File: src/rtl/fbpa_pkg.sv
// ----------------------------------------------------------------------------
// fbpa_pkg
// Shared widths, status codes, register indexes and the command/status
// bundles that join the pool controller and the pool datapath.
// ----------------------------------------------------------------------------
`default_nettype none

package fbpa_pkg;

  // field widths
  localparam int ADDR_W    = 32;
  localparam int SIZE_W    = 13;
  localparam int COUNT_W   = 11;
  // offset inside the pool is below count * size
  localparam int REM_W     = COUNT_W + SIZE_W;
  localparam int STEP_W    = $clog2(COUNT_W);
  localparam int CFG_IDX_W = 2;

  // defaults and reset values
  localparam int MAX_BLOCKS_DEF = 1024;
  localparam int COUNT_RST      = 1024;
  localparam int SIZE_RST       = 16;

  // configuration register indexes
  localparam logic [CFG_IDX_W-1:0] CFG_POOL_BASE   = 2'd0;
  localparam logic [CFG_IDX_W-1:0] CFG_BLOCK_SIZE  = 2'd1;
  localparam logic [CFG_IDX_W-1:0] CFG_BLOCK_COUNT = 2'd2;

  // request type
  localparam logic REQ_ALLOC = 1'b0;
  localparam logic REQ_FREE  = 1'b1;

  // result status codes
  typedef enum logic [2:0] {
    ST_ALLOC    = 3'd0,
    ST_EMPTY    = 3'd1,
    ST_FREED    = 3'd2,
    ST_NULL     = 3'd3,
    ST_RANGE    = 3'd4,
    ST_MISALIGN = 3'd5,
    ST_DUP      = 3'd6,
    ST_FULL     = 3'd7
  } status_e;

  // controller to datapath
  typedef struct packed {
    logic    capture;
    logic    mul_count;
    logic    mul_entry;
    logic    set_addr;
    logic    div_start;
    logic    scan_start;
    logic    scan_step;
    logic    pop;
    logic    push;
    logic    load_result;
    status_e code;
  } cmd_t;

  // datapath to controller
  typedef struct packed {
    logic req_free;
    logic is_null;
    logic out_range;
    logic div_done;
    logic misalign;
    logic scan_hit;
    logic scan_end;
    logic stack_full;
    logic stack_empty;
    logic out_busy;
  } stat_t;

endpackage

`default_nettype wire

File: src/rtl/fbpa_ctrl.sv
// ----------------------------------------------------------------------------
// fbpa_ctrl
// Request sequencer: walks an allocate or free request through the datapath
// checks in order and hands the status code to the result register.
// ----------------------------------------------------------------------------
`default_nettype none

module fbpa_ctrl (
  input  wire              clk_i,
  input  wire              rst_ni,
  input  wire              in_valid_i,
  output logic             in_ready_o,
  input  fbpa_pkg::stat_t  stat_i,
  output fbpa_pkg::cmd_t   cmd_o
);
  import fbpa_pkg::*;

  typedef enum logic [3:0] {
    S_IDLE,
    S_DISPATCH,
    S_ALLOC_RD,
    S_ALLOC_MUL,
    S_ALLOC_ADD,
    S_FREE_MUL,
    S_FREE_RANGE,
    S_DIV,
    S_DIV_CHK,
    S_SCAN,
    S_RESULT
  } state_e;

  state_e  state_q, state_d;
  status_e code_q, code_d;

  // next state and commands
  always_comb begin
    state_d = state_q;
    code_d  = code_q;
    cmd_o   = '0;
    cmd_o.code = code_q;
    unique case (state_q)
      S_IDLE: begin
        if (in_valid_i) begin
          cmd_o.capture = 1'b1;
          state_d       = S_DISPATCH;
        end
      end
      S_DISPATCH: begin
        state_d = stat_i.req_free ? S_FREE_MUL : S_ALLOC_RD;
      end
      S_ALLOC_RD: begin
        if (stat_i.stack_empty) begin
          code_d  = ST_EMPTY;
          state_d = S_RESULT;
        end else begin
          cmd_o.pop = 1'b1;
          state_d   = S_ALLOC_MUL;
        end
      end
      S_ALLOC_MUL: begin
        cmd_o.mul_entry = 1'b1;
        state_d         = S_ALLOC_ADD;
      end
      S_ALLOC_ADD: begin
        cmd_o.set_addr = 1'b1;
        code_d         = ST_ALLOC;
        state_d        = S_RESULT;
      end
      S_FREE_MUL: begin
        if (stat_i.is_null) begin
          code_d  = ST_NULL;
          state_d = S_RESULT;
        end else begin
          cmd_o.mul_count = 1'b1;
          state_d         = S_FREE_RANGE;
        end
      end
      S_FREE_RANGE: begin
        if (stat_i.out_range) begin
          code_d  = ST_RANGE;
          state_d = S_RESULT;
        end else begin
          cmd_o.div_start = 1'b1;
          state_d         = S_DIV;
        end
      end
      S_DIV: begin
        if (stat_i.div_done) begin
          state_d = S_DIV_CHK;
        end
      end
      S_DIV_CHK: begin
        if (stat_i.misalign) begin
          code_d  = ST_MISALIGN;
          state_d = S_RESULT;
        end else begin
          cmd_o.scan_start = 1'b1;
          state_d          = S_SCAN;
        end
      end
      S_SCAN: begin
        if (stat_i.scan_hit) begin
          code_d  = ST_DUP;
          state_d = S_RESULT;
        end else if (stat_i.scan_end) begin
          if (stat_i.stack_full) begin
            code_d = ST_FULL;
          end else begin
            cmd_o.push = 1'b1;
            code_d     = ST_FREED;
          end
          state_d = S_RESULT;
        end else begin
          cmd_o.scan_step = 1'b1;
        end
      end
      S_RESULT: begin
        if (!stat_i.out_busy) begin
          cmd_o.load_result = 1'b1;
          state_d           = S_IDLE;
        end
      end
      default: state_d = S_IDLE;
    endcase
  end

  // state and registered status code
  always_ff @(posedge clk_i or negedge rst_ni) begin
    if (!rst_ni) begin
      state_q <= S_IDLE;
      code_q  <= ST_ALLOC;
    end else begin
      state_q <= state_d;
      code_q  <= code_d;
    end
  end

  assign in_ready_o = (state_q == S_IDLE);

endmodule

`default_nettype wire

File: config.mk
export PLATFORM = sky130hd
export DESIGN_NAME = fbpa_ctrl
export DESIGN_NICKNAME = d
export VERILOG_FILES = /design/src/rtl/fbpa_pkg.sv /design/src/rtl/fbpa_ctrl.sv
export SDC_FILE = /design/constraint.sdc
export NUM_CORES = 1
export LEC_CHECK = 0
export ABC_AREA = 1
export BUFFER_PORTS_ARGS = -buffer_cell sky130_fd_sc_hd__clkbuf_2
export CAP_MARGIN = 20
export CORE_UTILIZATION = 50
export DETAILED_ROUTE_END_ITERATION = 8
export PLACE_DENSITY_LB_ADDON = 0.05
export SYNTH_ARGS = -nofsm -noshare
export SYNTH_HDL_FRONTEND = slang
export SYNTH_SLANG_ARGS = --single-unit
File: constraint.sdc
create_clock -name clk_i -period 2.1 [get_ports clk_i]
set_input_delay 0 -clock clk_i [delete_from_list [all_inputs] [get_ports clk_i]]
set_output_delay 0 -clock clk_i [all_outputs]
set_load 0.005 [all_outputs]
Word-level counts from Yosys, hierarchy flattened --
Index checks and enable logic that the tools add are counted.
Storage, ports and cells: RAM bits 0, memories kept 0, bits in latches 0, register bits after elaboration 7, logic and storage cells 64, memory bits (read-only) 0
Operators by class: muxes and demuxes 40, shift operators 0, add/sub/neg operators 0, equal/unequal tests 18, order comparisons 0, divide/modulo/power cells 0, reduce and logical (&&, ||, !) cells 4, bitwise gates (word level) 0, multiply operators 0
Operators by type and width (number):
- $pmux 4 s11 | 1
- $mux 4 | 8
- $mux 3 | 8
- $mux 1 | 21
- $pmux 3 s6 | 1
- $eq 4x3->1 const B | 4
- $ne 2x2->1 const B | 7
- $eq 4x4->1 const B | 3
- $eq 4x2->1 const B | 2
- $reduce_and 6->1 | 1
- $reduce_bool 6->1 | 1
- $eq 4x1->1 const B | 1
- $logic_not 4->1 | 1
- $reduce_and 4->1 | 1
- $ne 3x3->1 const B | 1
- $mux 2 | 1

Depth between registers and ports, before layout --
Gate-level depths: netlist (run 1).
depth in word-level cells 4, depth in mapped cells 10, gate-level depth less buffers 10

Least setup slack after synthesis (run 1) --
No wires, ideal clock.
kind register to register, start point reg state_q[3], end point reg code_q[2], period minus slack after synthesis 1.262 ns, stages on the path, launching flop included 9, data arrival time 1.140 ns, setup slack 0.838 ns, setup time 0.121 ns, data required time 1.979 ns, path through dfrtp_1 > inv_1 > nand2_1 > nor2_2 > nand2_1 > nand2_1 > inv_2 > o211ai_1 > nand2_1
Between the ends: longest elaborated chain between the ends 3
RTL lines:
- start: declaration | RTL line fbpa_ctrl.sv:32 | state_e state_q, state_d;
- start signal: assignment | RTL line fbpa_ctrl.sv:133 | state_q <= state_d;
- $eq 4x4->1, or another cell as far along | RTL line fbpa_ctrl.sv:41 | unique case (state_q)
- $reduce_bool 6->1 (no source line), or another cell as far along
- $reduce_and 6->1 (no source line)
- end signal: assignment | RTL line fbpa_ctrl.sv:134 | code_q <= code_d;
- end: declaration | RTL line fbpa_ctrl.sv:33 | status_e code_q, code_d;
Several ways; a longest one is shown, not always the timed one. A chain may end at the register's enable or synchronous reset.

==> results of run 1 <==
==> cell families after synthesis <==
kind of cell	Yosys count	synth area share
compound gates	6	0.0525
buf+inv	22	0.124
flops	7	0.263
simple gates	84	0.561
==> Yosys cell counts <==
cell       n  area share
nand2_1   37        0.21
nor2_2     4       0.038
nor2_4     1       0.017
inv_2      5       0.028
o21ai_1    1      0.0075
nand3_1   15        0.11
nand4_1    1      0.0094
o211ai_1   2       0.023
nor4_1     1      0.0094
nor2_1    18        0.10
o21ai_0    1      0.0075
inv_1     17       0.096
nand2_2    3       0.028
nor3_1     3       0.023
nand3_2    1       0.015
dfrtp_1    7        0.26
a21oi_1    2       0.015
==> where the power goes <==
part | switching (mW) | internal [mW] | total [mW]
Combinational | 0.414 | 0.240 | 0.654
Sequential | 0.0810 | 0.199 | 0.280
Clock | 0.0513 | 0.0726 | 0.124
Total | 0.546 | 0.512 | 1.06
==> worst max path at each step <==
stage | startpoint | endpoint | slack (ns) | depth (start not counted)
finish | state_q[3] | cmd_o[11] | 0.58 | 6
global route | state_q[3] | cmd_o[11] | 0.47 | 6
CTS | state_q[3] | cmd_o[11] | 0.59 | 6
detailed placement | state_q[3] | code_q[2] | 0.64 | 8
global placement | state_q[3] | code_q[2] | 0.70 | 8
floorplan | state_q[3] | code_q[2] | 0.84 | 8
==> per-layer routing <==
layer  vias to the layer above  wire [um]  GRT usage
met5                         -          0          0
met4                         0          8     0.0517
met3                         2        170     0.0872
met2                        42        808      0.446
met1                       359        729      0.317
li1                        438          -          -
==> flip-flops by register name, indices dropped and copies added, names as in the netlist <==
register  flops
state_q       4
code_q        3
==> layout by cell type, fill, tap and decap left out, drive strengths merged, types with 2 or more instances in the layout <==
master,synthesis,final
clkbuf,0,30
o21ai,2,2
nor2,23,23
o211ai,2,2
nor3,3,3
a21oi,2,2
nand3,16,16
dfrtp,7,7
inv,22,22
nand2,40,40
==> tightest hold or removal path, cell delays in order <==
cell and delay [ns]:
clkbuf_2 0.09, nand2_1 0.05, nand2_1 0.06, nand2_1 0.04
nand2_1 0.04
==> timing repair <==
item	4_1_cts	5_1_grt
buffers inserted	0	0
endpoints found under the hold margin	7	0
hold buffers	1	0
==> layout make-up <==
type / instances / area (sq um)
Clock buffer: 4 / 26.3
Fill cell: 113 / 320
Inverter: 22 / 82.6
Multi-Input combinational cell: 90 / 409
Sequential cell: 7 / 175
Tap cell: 14 / 17.5
Timing Repair Buffer: 27 / 140
==> key figures, run 1 <==
Place
  – Cell Area, Placed: just over 800 sq um
  – Buffers on Ports: 26
  – Placer Congestion: around 0.89
  – Hpwl dp: ~1400 um
  – Place WS: roughly 0.64 ns
  – Placed Cells: approximately 160

Worst setup path
  – Critical path's top delay family: simple AND/OR/NAND/NOR gates
  – Reg2reg setup slack: about 0.62 ns
  – Crit end category: output pin
  – Critical path startpoint category: register
  – Slowest stage cell, crit path: dfrtp_1
  – Crit path max fanout: 7
  – Critical path class: reg2out
  – Critical path's largest stage delay: 0.45 ns
  – CP Cell Sequence: inv_1 > nand2_1 > nor2_2 > nand2_1 > inv_1 > clkbuf_2
  – Worst reg-to-reg path cell count: 8
  – Crit path DAT: 1.52 ns
  – FF-to-FF Start: state_q[3]
  – Req. time, crit path: 2.10 ns
  – Reg2reg end: code_q[2]
  – Crit path buffers/inverters: 3

Clocking
  – Root buffer cell: clkbuf_4
  – Clock buffer depth: 2
  – Clock transition at path regs: about 0.05 ns
  – Htree depth: 1
  – CTS Buf Count: 3
  – PostCTS Resize Cnt: 0
  – CTS Sinks: 7
  – CTS tree: yes
  – Clock latency on the worst-skew pair: 0.25 ns

Drt
  – Vias post-DR: 841
  – DRC viols: 0
  – TritonRoute pass-1 iters: 4
  – Routed Antenna Nets: 0
  – Average wire per standard cell: roughly 10 um
  – Vias per cell: around 5
  – Post-Route WL: ~1700 um
  – Initial DRC count: between 50 and 60

Cells and area
  – ANT cells: 0
  – Area growth syn-to-layout: 27.6%
  – Final instance area: 851 sq um
  – Non-Filler Instances: about 160
  – Layout cell share with drive strength beyond 1: 0.287
  – Nets: about 160
  – Core Util, Final: 0.726

Global route
  – First-pass GRT wire length: between 2000 and 3000 um
  – Antenna violations before repair: 0
  – Pin count of the biggest net entering global routing: 8
  – Total gr overflow: 0
  – Total GRT Usage: 0.262
  – Vias in the first global route: ~620

Min path
  – Hold path start: stat_i[7]
  – Hold EP: state_q[3]
  – Cell count of the worst hold path: 5
  – Hold crit path type: in2reg

Yosys
  – Post-synthesis sequential area ratio: 0.263
  – Gate Count Post-Synth: 119
  – Netlist cell types: 17
  – Synthesized Nets: roughly 130
  – Syn Area/Cell: approximately 5.6 sq um
  – Mapped Area: 667 sq um
  – Ys Warns: 0
  – Synthesis-stage register bit count: 7

Status
  – Status: complete, no violations

Timing
  – Hold_ws: about 0.066 ns
  – Max Freq: around 660 MHz
  – Clk_skew: 0.00273 ns
  – Post-layout worst setup margin: ~0.58 ns
  – Tcrit/Tclk final: 0.723
  – RSZ-0062 raised after global routing: false
  – Endpoints failing setup: 0
  – Total negative setup slack: 0 ns
  – Worst-Margin Slew: approximately 0.3 ns
  – Slew Limit Headroom: 0.798
  – Hold Fails Final Rpt: 0
  – Final min period: around 1.5 ns
  – Slew Viols, Final: 0

Power
  – Max IR drop VDD: 768 uV
  – Pwr Density: around 1200 nW/um^2
  – Tot Pwr: ~1.1 mW
  – Leakage: around 0.55 nW

Run
  – Max-cap viol count: 0

Die
  – Row cnt: 12
  – Die Y: between 30 and 40 um
  – Initial Utilization: 0.569
  – Die width: 38.5 um
  – Die area: 1480 sq um
  – CORE AREA: 1170 sq um
  – # IOs: 27
No activity file was read; power rests on OpenSTA's default activity.
==> run 2, diff against run 1 <==
--- a/config.mk
+++ b/config.mk
@@ -8,7 +8,7 @@
 export ABC_AREA = 1
 export BUFFER_PORTS_ARGS = -buffer_cell sky130_fd_sc_hd__clkbuf_2
 export CAP_MARGIN = 20
-export CORE_UTILIZATION = 50
+export CORE_UTILIZATION = 42
 export DETAILED_ROUTE_END_ITERATION = 8
 export PLACE_DENSITY_LB_ADDON = 0.05
 export SYNTH_ARGS = -nofsm -noshare
==> constraint.sdc (replaced) <==
create_clock -name clk_i -period 1.35 [get_ports clk_i]
set_input_delay 0 -clock clk_i [delete_from_list [all_inputs] [get_ports clk_i]]
set_output_delay 0 -clock clk_i [all_outputs]
set_load 0.005 [all_outputs]
==> run 2 against run 1 <==
  * The flow now finishes with violations (setup timing)
  * First-iteration DRC count decreased by 29%
  * Sequential share of layout area shrank 3.6 points
  * Worst setup slack got worse by 0.58 ns
  * Combinational power rose by 120%
  * Sequential power rose by 76%
  * Cell count increased by 9.1%
  * Count of clock-buffer cells in the layout stayed put
  * Critical endpoint is now cmd_o[12]
  * Largest cell class unchanged
==> key figures, run 2 (synthesis gave the netlist of run 1 again) <==
Status
  – Status: complete, but fails checks (was complete, no violations)
  – Failing checks: setup timing

Worst setup path
  – Worst reg-to-reg path cell count: 10 (was 8)
  – Critical path origin: state_q[2] (was state_q[3])
  – Critical path startpoint category: register (unchanged)
  – Crit path DAT: 1.35 ns (was 1.52 ns)
  – Critical path class: reg2out (unchanged)
  – Req. time, crit path: 1.35 ns (was 2.10 ns)
  – Reg2reg setup slack: -0.002 ns (was 0.62 ns)
  – Reg2reg end: state_q[3] (was code_q[2])
  – Crit end category: output pin (unchanged)
  – Crit path max fanout: 7 (unchanged)
  – CP Capture Point: cmd_o[12] (was cmd_o[11])
  – FF-to-FF Start: state_q[2] (was state_q[3])

Power
  – Leakage: 0.619 nW (was 0.545 nW)
  – Part of the power in registers: 0.234 (was 0.265)
  – Cell-internal power: 1.04 mW (was 0.512 mW)
  – Switch Pwr: 1.06 mW (was 0.546 mW)
  – Max IR drop VDD: 1090 uV (was 768 uV)
  – Switching Share: 0.504 (was 0.516)
  – Pwr Density: 1980 nW/um^2 (was 1240 nW/um^2)
  – Tot Pwr: 2.10 mW (was 1.06 mW)
  – Clock share of power: 0.093 (was 0.117)
  – Combinational power share: 0.673 (was 0.618)

Timing
  – Max Freq: roughly 740 MHz
  – Hold Fails Final Rpt: 0 (unchanged)
  – Final min period: ~1.4 ns
  – Slew Viols, Final: 0 (unchanged)
  – Post-layout worst setup margin: -0.00239 ns (was 0.581 ns)
  – Clk_skew: 0.00144 ns (was 0.00273 ns)
  – Hold_ws: 0.0540 ns (was 0.0663 ns)
  – Endpoints failing setup: 1 (was 0)
  – Slew Limit Headroom: 0.844 (was 0.798)
  – RSZ-0062 raised after global routing: true (was false)
  – Worst-Margin Slew: 0.232 ns (was 0.302 ns)
  – Tcrit/Tclk final: 1.00

Cells and area
  – Area growth syn-to-layout: 59.1% (was 27.6%)
  – Commonest non-fill, non-tap cell in the layout: nand2_1 (unchanged)
  – Largest regs: state_q: 4 flops, code_q: 3 flops (unchanged)
  – Filler cell count: 115 (was 113)
  – Final instance area: 1060 sq um (was 851 sq um)
  – Register area: 180 sq um (was 175 sq um)
  – Nets: 177 (was 164)
  – Multi-input gate area: 498 sq um (was 409 sq um)
  – ANT cells: 0 (unchanged)
  – Layout cell share with drive strength beyond 1: 0.466 (was 0.287)
  – Most flops, register: state_q (unchanged)
  – Commonest non-fill, non-tap cells in the layout: nand2_1 (34), clkbuf_2 (25), nor2_1 (15) (was nand2_1 (37), clkbuf_2 (26), nor2_1 (18))
  – Core Util, Final: 0.713 (was 0.726)
  – Max reg flops: 4 (unchanged)

Drt
  – Average wire per standard cell: 11.8 um (was 10.5 um)
  – Initial DRC count: 41 (was 58)
  – Vias per cell: 5.06 (was 5.13)
  – Routed Antenna Nets: 0 (unchanged)
  – Vias post-DR: 905 (was 841)
  – DRC viols: 0 (unchanged)
  – Post-Route WL: 2120 um (was 1720 um)
  – TritonRoute pass-1 iters: 4 (unchanged)

Place
  – Place WS: -0.0881 ns (was 0.638 ns)
  – Placer Congestion: 0.873 (was 0.890)
  – Hpwl dp: 1510 um (was 1440 um)
  – Buffers on Ports: 26 (unchanged)
  – Cell Area, Placed: 870 sq um (was 815 sq um)

Min path
  – Hold crit path type: in2reg (unchanged)
  – Cell count of the worst hold path: 4 (was 5)

Die
  – # IOs: 27 (unchanged)
  – Die width: 41.8 um (was 38.5 um)
  – Initial Utilization: 0.448 (was 0.569)
  – Die area: 1750 sq um (was 1480 sq um)
  – Die Y: 41.8 um (was 38.5 um)
  – CORE AREA: 1490 sq um (was 1170 sq um)
  – Row cnt: 14 (was 12)

Global route
  – First-pass GRT wire length: 3080 um (was 2590 um)
  – Pin count of the biggest net entering global routing: 8 (unchanged)
  – Vias in the first global route: 791 (was 615)
  – Total gr overflow: 0 (unchanged)
  – Antenna violations before repair: 0 (unchanged)
  – Total GRT Usage: 0.229 (was 0.262)

Clocking
  – Root buffer cell: clkbuf_4 (unchanged)
  – CTS tree: yes (unchanged)
  – Htree depth: 1 (unchanged)
  – CTS Buf Count: 3 (unchanged)
  – CTS Sinks: 7 (unchanged)
  – Clock buffer depth: 2 (unchanged)
  – Clock transition at path regs: 0.05 ns (about the same)
  – Clock latency on the worst-skew pair: 0.25 ns (about the same)

Run
  – Max-cap viol count: 0 (unchanged)
==> run 2: cell count changes in the layout (fill, tap and decap cells not counted), moves of 3 or more <==
cell / previous run / this run
buf_4: 0 / 10
buf_6: 0 / 3
dfrtp_1: 7 / 3
dfrtp_2: 0 / 4
inv_1: 17 / 13
nand2_1: 37 / 34
nand3_1: 15 / 11
nand3_2: 1 / 4
nor2_1: 18 / 15
nor2_2: 4 / 1
nor2_4: 1 / 7
==> run 2: worst max-delay path: stages, from the launching register on <==
cell      delay, ns
dfrtp_2        0.49
nor2_4         0.18
nand2_1        0.09
buf_4          0.14
nor2_1         0.08
clkbuf_2       0.11
==> run 2: repair_timing <==
item / 4_1_cts / 5_1_grt
hold buffers: 1 / 0
endpoints found under the hold margin: 7 / 0
pin swaps: 1 / 7
endpoints found under the setup margin: 13 / 14
resized for setup: 7 / 27
setup buffers: 1 / 5
==> run 2: per-layer routing <==
metal	wire length (um)	GRT usage	share of wire	up-vias
met2	1110	0.403	0.52	43
met4	44	0.0903	0.021	0
met3	134	0.0739	0.063	6
met1	831	0.252	0.39	395
met5	0	0	0	-
li1	-	-	-	461
==> run 2: power groups by stage <==
stage               sequential (mW)  clock (mW)  combinational, mW
floorplan                     0.412           0              0.742
global placement              0.430           0               1.11
detailed placement            0.431           0               1.11
CTS                           0.446       0.200               1.13
global route                  0.502       0.214               1.56
finish                        0.493       0.195               1.42
==> run 2: final cells by class <==
| type | instances | share of cell area |
|---|---|---|
| Sequential cell | 7 | 0.170 |
| Clock buffer | 4 | 0.0248 |
| Timing Repair Buffer | 40 | 0.235 |
| Inverter | 22 | 0.0825 |
| Tap cell | 16 | 0.0189 |
| Multi-Input combinational cell | 90 | 0.469 |
==> run 2: worst min-delay path by stage <==
stage,startpoint,endpoint,slack (ns)
floorplan,rst_ni,code_q[0],-0.30
global placement,rst_ni,code_q[0],-0.15
detailed placement,rst_ni,code_q[0],-0.15
CTS,stat_i[6],state_q[2],0.06
global route,stat_i[6],state_q[2],0.09
finish,stat_i[6],state_q[2],0.05
==> run 2: per-stage QoR <==
stage               TNS [ns]  instances
global route          -0.686        179
CTS                  -0.0347        174
detailed placement    -0.358        168
floorplan                  0        119
finish              -0.00239        179
global placement      -0.341        168
==> run 3, diff against run 2 <==
--- a/config.mk
+++ b/config.mk
@@ -8,7 +8,8 @@
 export ABC_AREA = 1
 export BUFFER_PORTS_ARGS = -buffer_cell sky130_fd_sc_hd__clkbuf_2
 export CAP_MARGIN = 20
-export CORE_UTILIZATION = 42
+export CORE_UTILIZATION = 44
+export CTS_BUF_LIST = sky130_fd_sc_hd__clkbuf_4 sky130_fd_sc_hd__clkbuf_8
 export DETAILED_ROUTE_END_ITERATION = 8
 export PLACE_DENSITY_LB_ADDON = 0.05
 export SYNTH_ARGS = -nofsm -noshare
==> run 3 against run 2 <==
  * The flow still finishes with violations (setup timing)
  * Critical path depth increased by 4
  * Global-route usage is 5.1 points higher
  * Sequential cell count did not move
  * Hold slack better by 0.025 ns
  * Sequential share of layout area is 0.12 points lower
  * Clock power up 9%
  * Register-to-register slack lost 0.04 ns
  * Critical path type is now reg2reg
  * Largest cell class unchanged
==> key figures, run 3 (synthesis gave the netlist of run 1 again) <==
Cells and area
  – Area growth syn-to-layout: 60.2% (was 59.1%)
  – Largest regs: state_q: 4 flops, code_q: 3 flops (unchanged)
  – Most flops, register: state_q (unchanged)
  – Commonest non-fill, non-tap cell in the layout: nand2_1 (unchanged)
  – Max reg flops: 4 (unchanged)
  – Multi-input gate area: 504 sq um (was 498 sq um)
  – Nets: 176 (was 177)
  – Non-Filler Instances: 177 (was 179)
  – Filler cell count: 104 (was 115)
  – Register area: 180 sq um (unchanged)
  – Commonest non-fill, non-tap cells in the layout: nand2_1 (34), clkbuf_2 (25), nor2_1 (13) (was nand2_1 (34), clkbuf_2 (25), nor2_1 (15))
  – ANT cells: 0 (unchanged)
  – Layout cell share with drive strength beyond 1: 0.488 (was 0.466)

Timing
  – Max Freq: 718 MHz (was 739 MHz)
  – Post-layout worst setup margin: -0.0437 ns (was -0.00239 ns)
  – RSZ-0062 raised after global routing: true (unchanged)
  – Clk_skew: 0.00311 ns (was 0.00144 ns)
  – Slew Viols, Final: 0 (unchanged)
  – Final min period: 1.39 ns (was 1.35 ns)
  – Worst-Margin Slew: 0.288 ns (was 0.232 ns)
  – Slew Limit Headroom: 0.807 (was 0.844)
  – Endpoints failing setup: 11 (was 1)
  – Hold_ws: 0.0787 ns (was 0.0540 ns)
  – Hold Fails Final Rpt: 0 (unchanged)
  – Tcrit/Tclk final: 1.03 (was 1.00)

Global route
  – First-pass GRT wire length: 3080 um (unchanged)
  – Total GRT Usage: 0.281 (was 0.229)
  – Total gr overflow: 0 (unchanged)
  – Pin count of the biggest net entering global routing: 8 (unchanged)
  – Antenna violations before repair: 0 (unchanged)
  – Vias in the first global route: 791 (unchanged)

Clocking
  – Clock latency on the worst-skew pair: 0.25 ns (about the same)
  – CTS Buf Count: 3 (unchanged)
  – Root buffer cell: clkbuf_4 (unchanged)
  – CTS tree: yes (unchanged)
  – CTS Sinks: 7 (unchanged)
  – Htree depth: 1 (unchanged)
  – Clock buffer depth: 2 (unchanged)
  – Clock transition at path regs: 0.05 ns (about the same)

Power
  – Pwr Density: 1990 nW/um^2 (was 1980 nW/um^2)
  – Leakage: 0.632 nW (was 0.619 nW)
  – Tot Pwr: 2.13 mW (was 2.10 mW)
  – Max IR drop VDD: 1240 uV (was 1090 uV)

Drt
  – Vias per cell: 5.36 (was 5.06)
  – DRC viols: 0 (unchanged)
  – Top sig layer: met4 (unchanged)
  – Average wire per standard cell: 12.9 um (was 11.8 um)
  – DRT met1 WL: 877 um (was 831 um)
  – Vias post-DR: 948 (was 905)
  – Post-Route WL: 2280 um (was 2120 um)
  – Initial DRC count: 31 (was 41)
  – TritonRoute pass-1 iters: 5 (was 4)
  – Routed Antenna Nets: 0 (unchanged)
  – Met3 Wirelength: 166 um (was 134 um)
  – Met2 wire len: 1150 um (was 1110 um)

Die
  – CORE AREA: 1350 sq um (was 1490 sq um)
  – Initial Utilization: 0.494 (was 0.448)
  – # IOs: 27 (unchanged)
  – Row cnt: 13 (was 14)
  – Die width: 40.9 um (was 41.8 um)
  – Die Y: 40.9 um (was 41.8 um)
  – Die area: 1680 sq um (was 1750 sq um)

Status
  – Failing checks: setup timing (unchanged)
  – Status: complete, but fails checks (unchanged)

Place
  – Placer Congestion: 0.923 (was 0.873)
  – Hpwl dp: 1660 um (was 1510 um)
  – Buffers on Ports: 26 (unchanged)
  – Placed Cells: 168 (unchanged)

Worst setup path
  – Crit path DAT: 1.53 ns (was 1.35 ns)
  – CP Cell Sequence: inv_2 > nor2_4 > nand2_4 > nor2_4 > buf_6 > nor2_4 > nand3_2 > nand2_1 > nand2_1 (was nor2_4 > nand2_1 > buf_4 > nor2_1 > clkbuf_2)
  – Critical path startpoint category: register (unchanged)
  – Crit end category: register (was output pin)
  – Top cell by count, worst path: nor2_4
  – Critical path's largest stage delay: 0.47 ns (was 0.49 ns)
  – Crit path max fanout: 6 (was 7)
  – Req. time, crit path: 1.49 ns (was 1.35 ns)
  – Slowest stage cell, crit path: dfrtp_2 (unchanged)
  – Critical path class: reg2reg (was reg2out)

Run
  – Max-cap viol count: 0 (unchanged)

Min path
  – Hold crit path type: in2reg (unchanged)
==> run 3: per-stage QoR <==
stage / setup WS [ns] / util / area [sq um] / setup TNS (ns)
global route: -0.0955 / 0.791 / 1070 / -1.08
floorplan: 0.0885 / - / 667 / 0
finish: -0.0437 / 0.791 / 1070 / -0.219
CTS: -0.00946 / 0.695 / 938 / -0.00946
detailed placement: -0.0630 / 0.649 / 876 / -0.273
global placement: -0.0806 / 0.649 / 876 / -0.338
==> run 3: worst paths after layout <==
| check | slack (ns) | to | start | cells past startpoint |
|---|---|---|---|---|
| setup / recovery | -0.04 | code_q[1] | state_q[0] | 9 |
| hold / removal | 0.08 | state_q[3] | stat_i[7] | 5 |
| setup reg to reg | -0.04 | code_q[1] | state_q[0] | 9 |
| hold reg to reg | 0.46 | code_q[0] | code_q[0] | 2 |
| max in group asynchronous | 1.03 | state_q[3] | rst_ni | 2 |
| min in group asynchronous | 0.13 | state_q[1] | rst_ni | 2 |
==> run 3: timing repair <==
action / in CTS / in global routing
endpoints found under the hold margin: 7 / 0
hold buffers: 1 / 0
resized for setup: 9 / 27
pin swaps: 1 / 13
endpoints found under the setup margin: 13 / 15
gates cloned: 0 / 0
buffers inserted: 1 / 3
==> run 3: worst max-delay path: cells and delay by family (launching register included) <==
kind	cells	cell delay, ns
simple gates	7	0.55
buf+inv	2	0.24
flops	1	0.47
==> run 3: area by class of cell <==
| cell class | instances | share of cell area |
|---|---|---|
| Clock buffer | 4 | 0.0281 |
| Sequential cell | 7 | 0.169 |
| Inverter | 22 | 0.0796 |
| Tap cell | 15 | 0.0176 |
| Timing Repair Buffer | 39 | 0.234 |
| Multi-Input combinational cell | 90 | 0.472 |
==> run 3: report_power, final <==
part	internal, mW	switching, mW
Clock	0.133	0.0802
Sequential	0.320	0.162
Combinational	0.615	0.819
Total	1.07	1.06
==> run 3: per-layer routing <==
metal / up-vias / global-route usage
met5: - / 0
met4: 0 / 0.0250
met3: 10 / 0.0815
met2: 56 / 0.539
met1: 424 / 0.306
li1: 458 / -
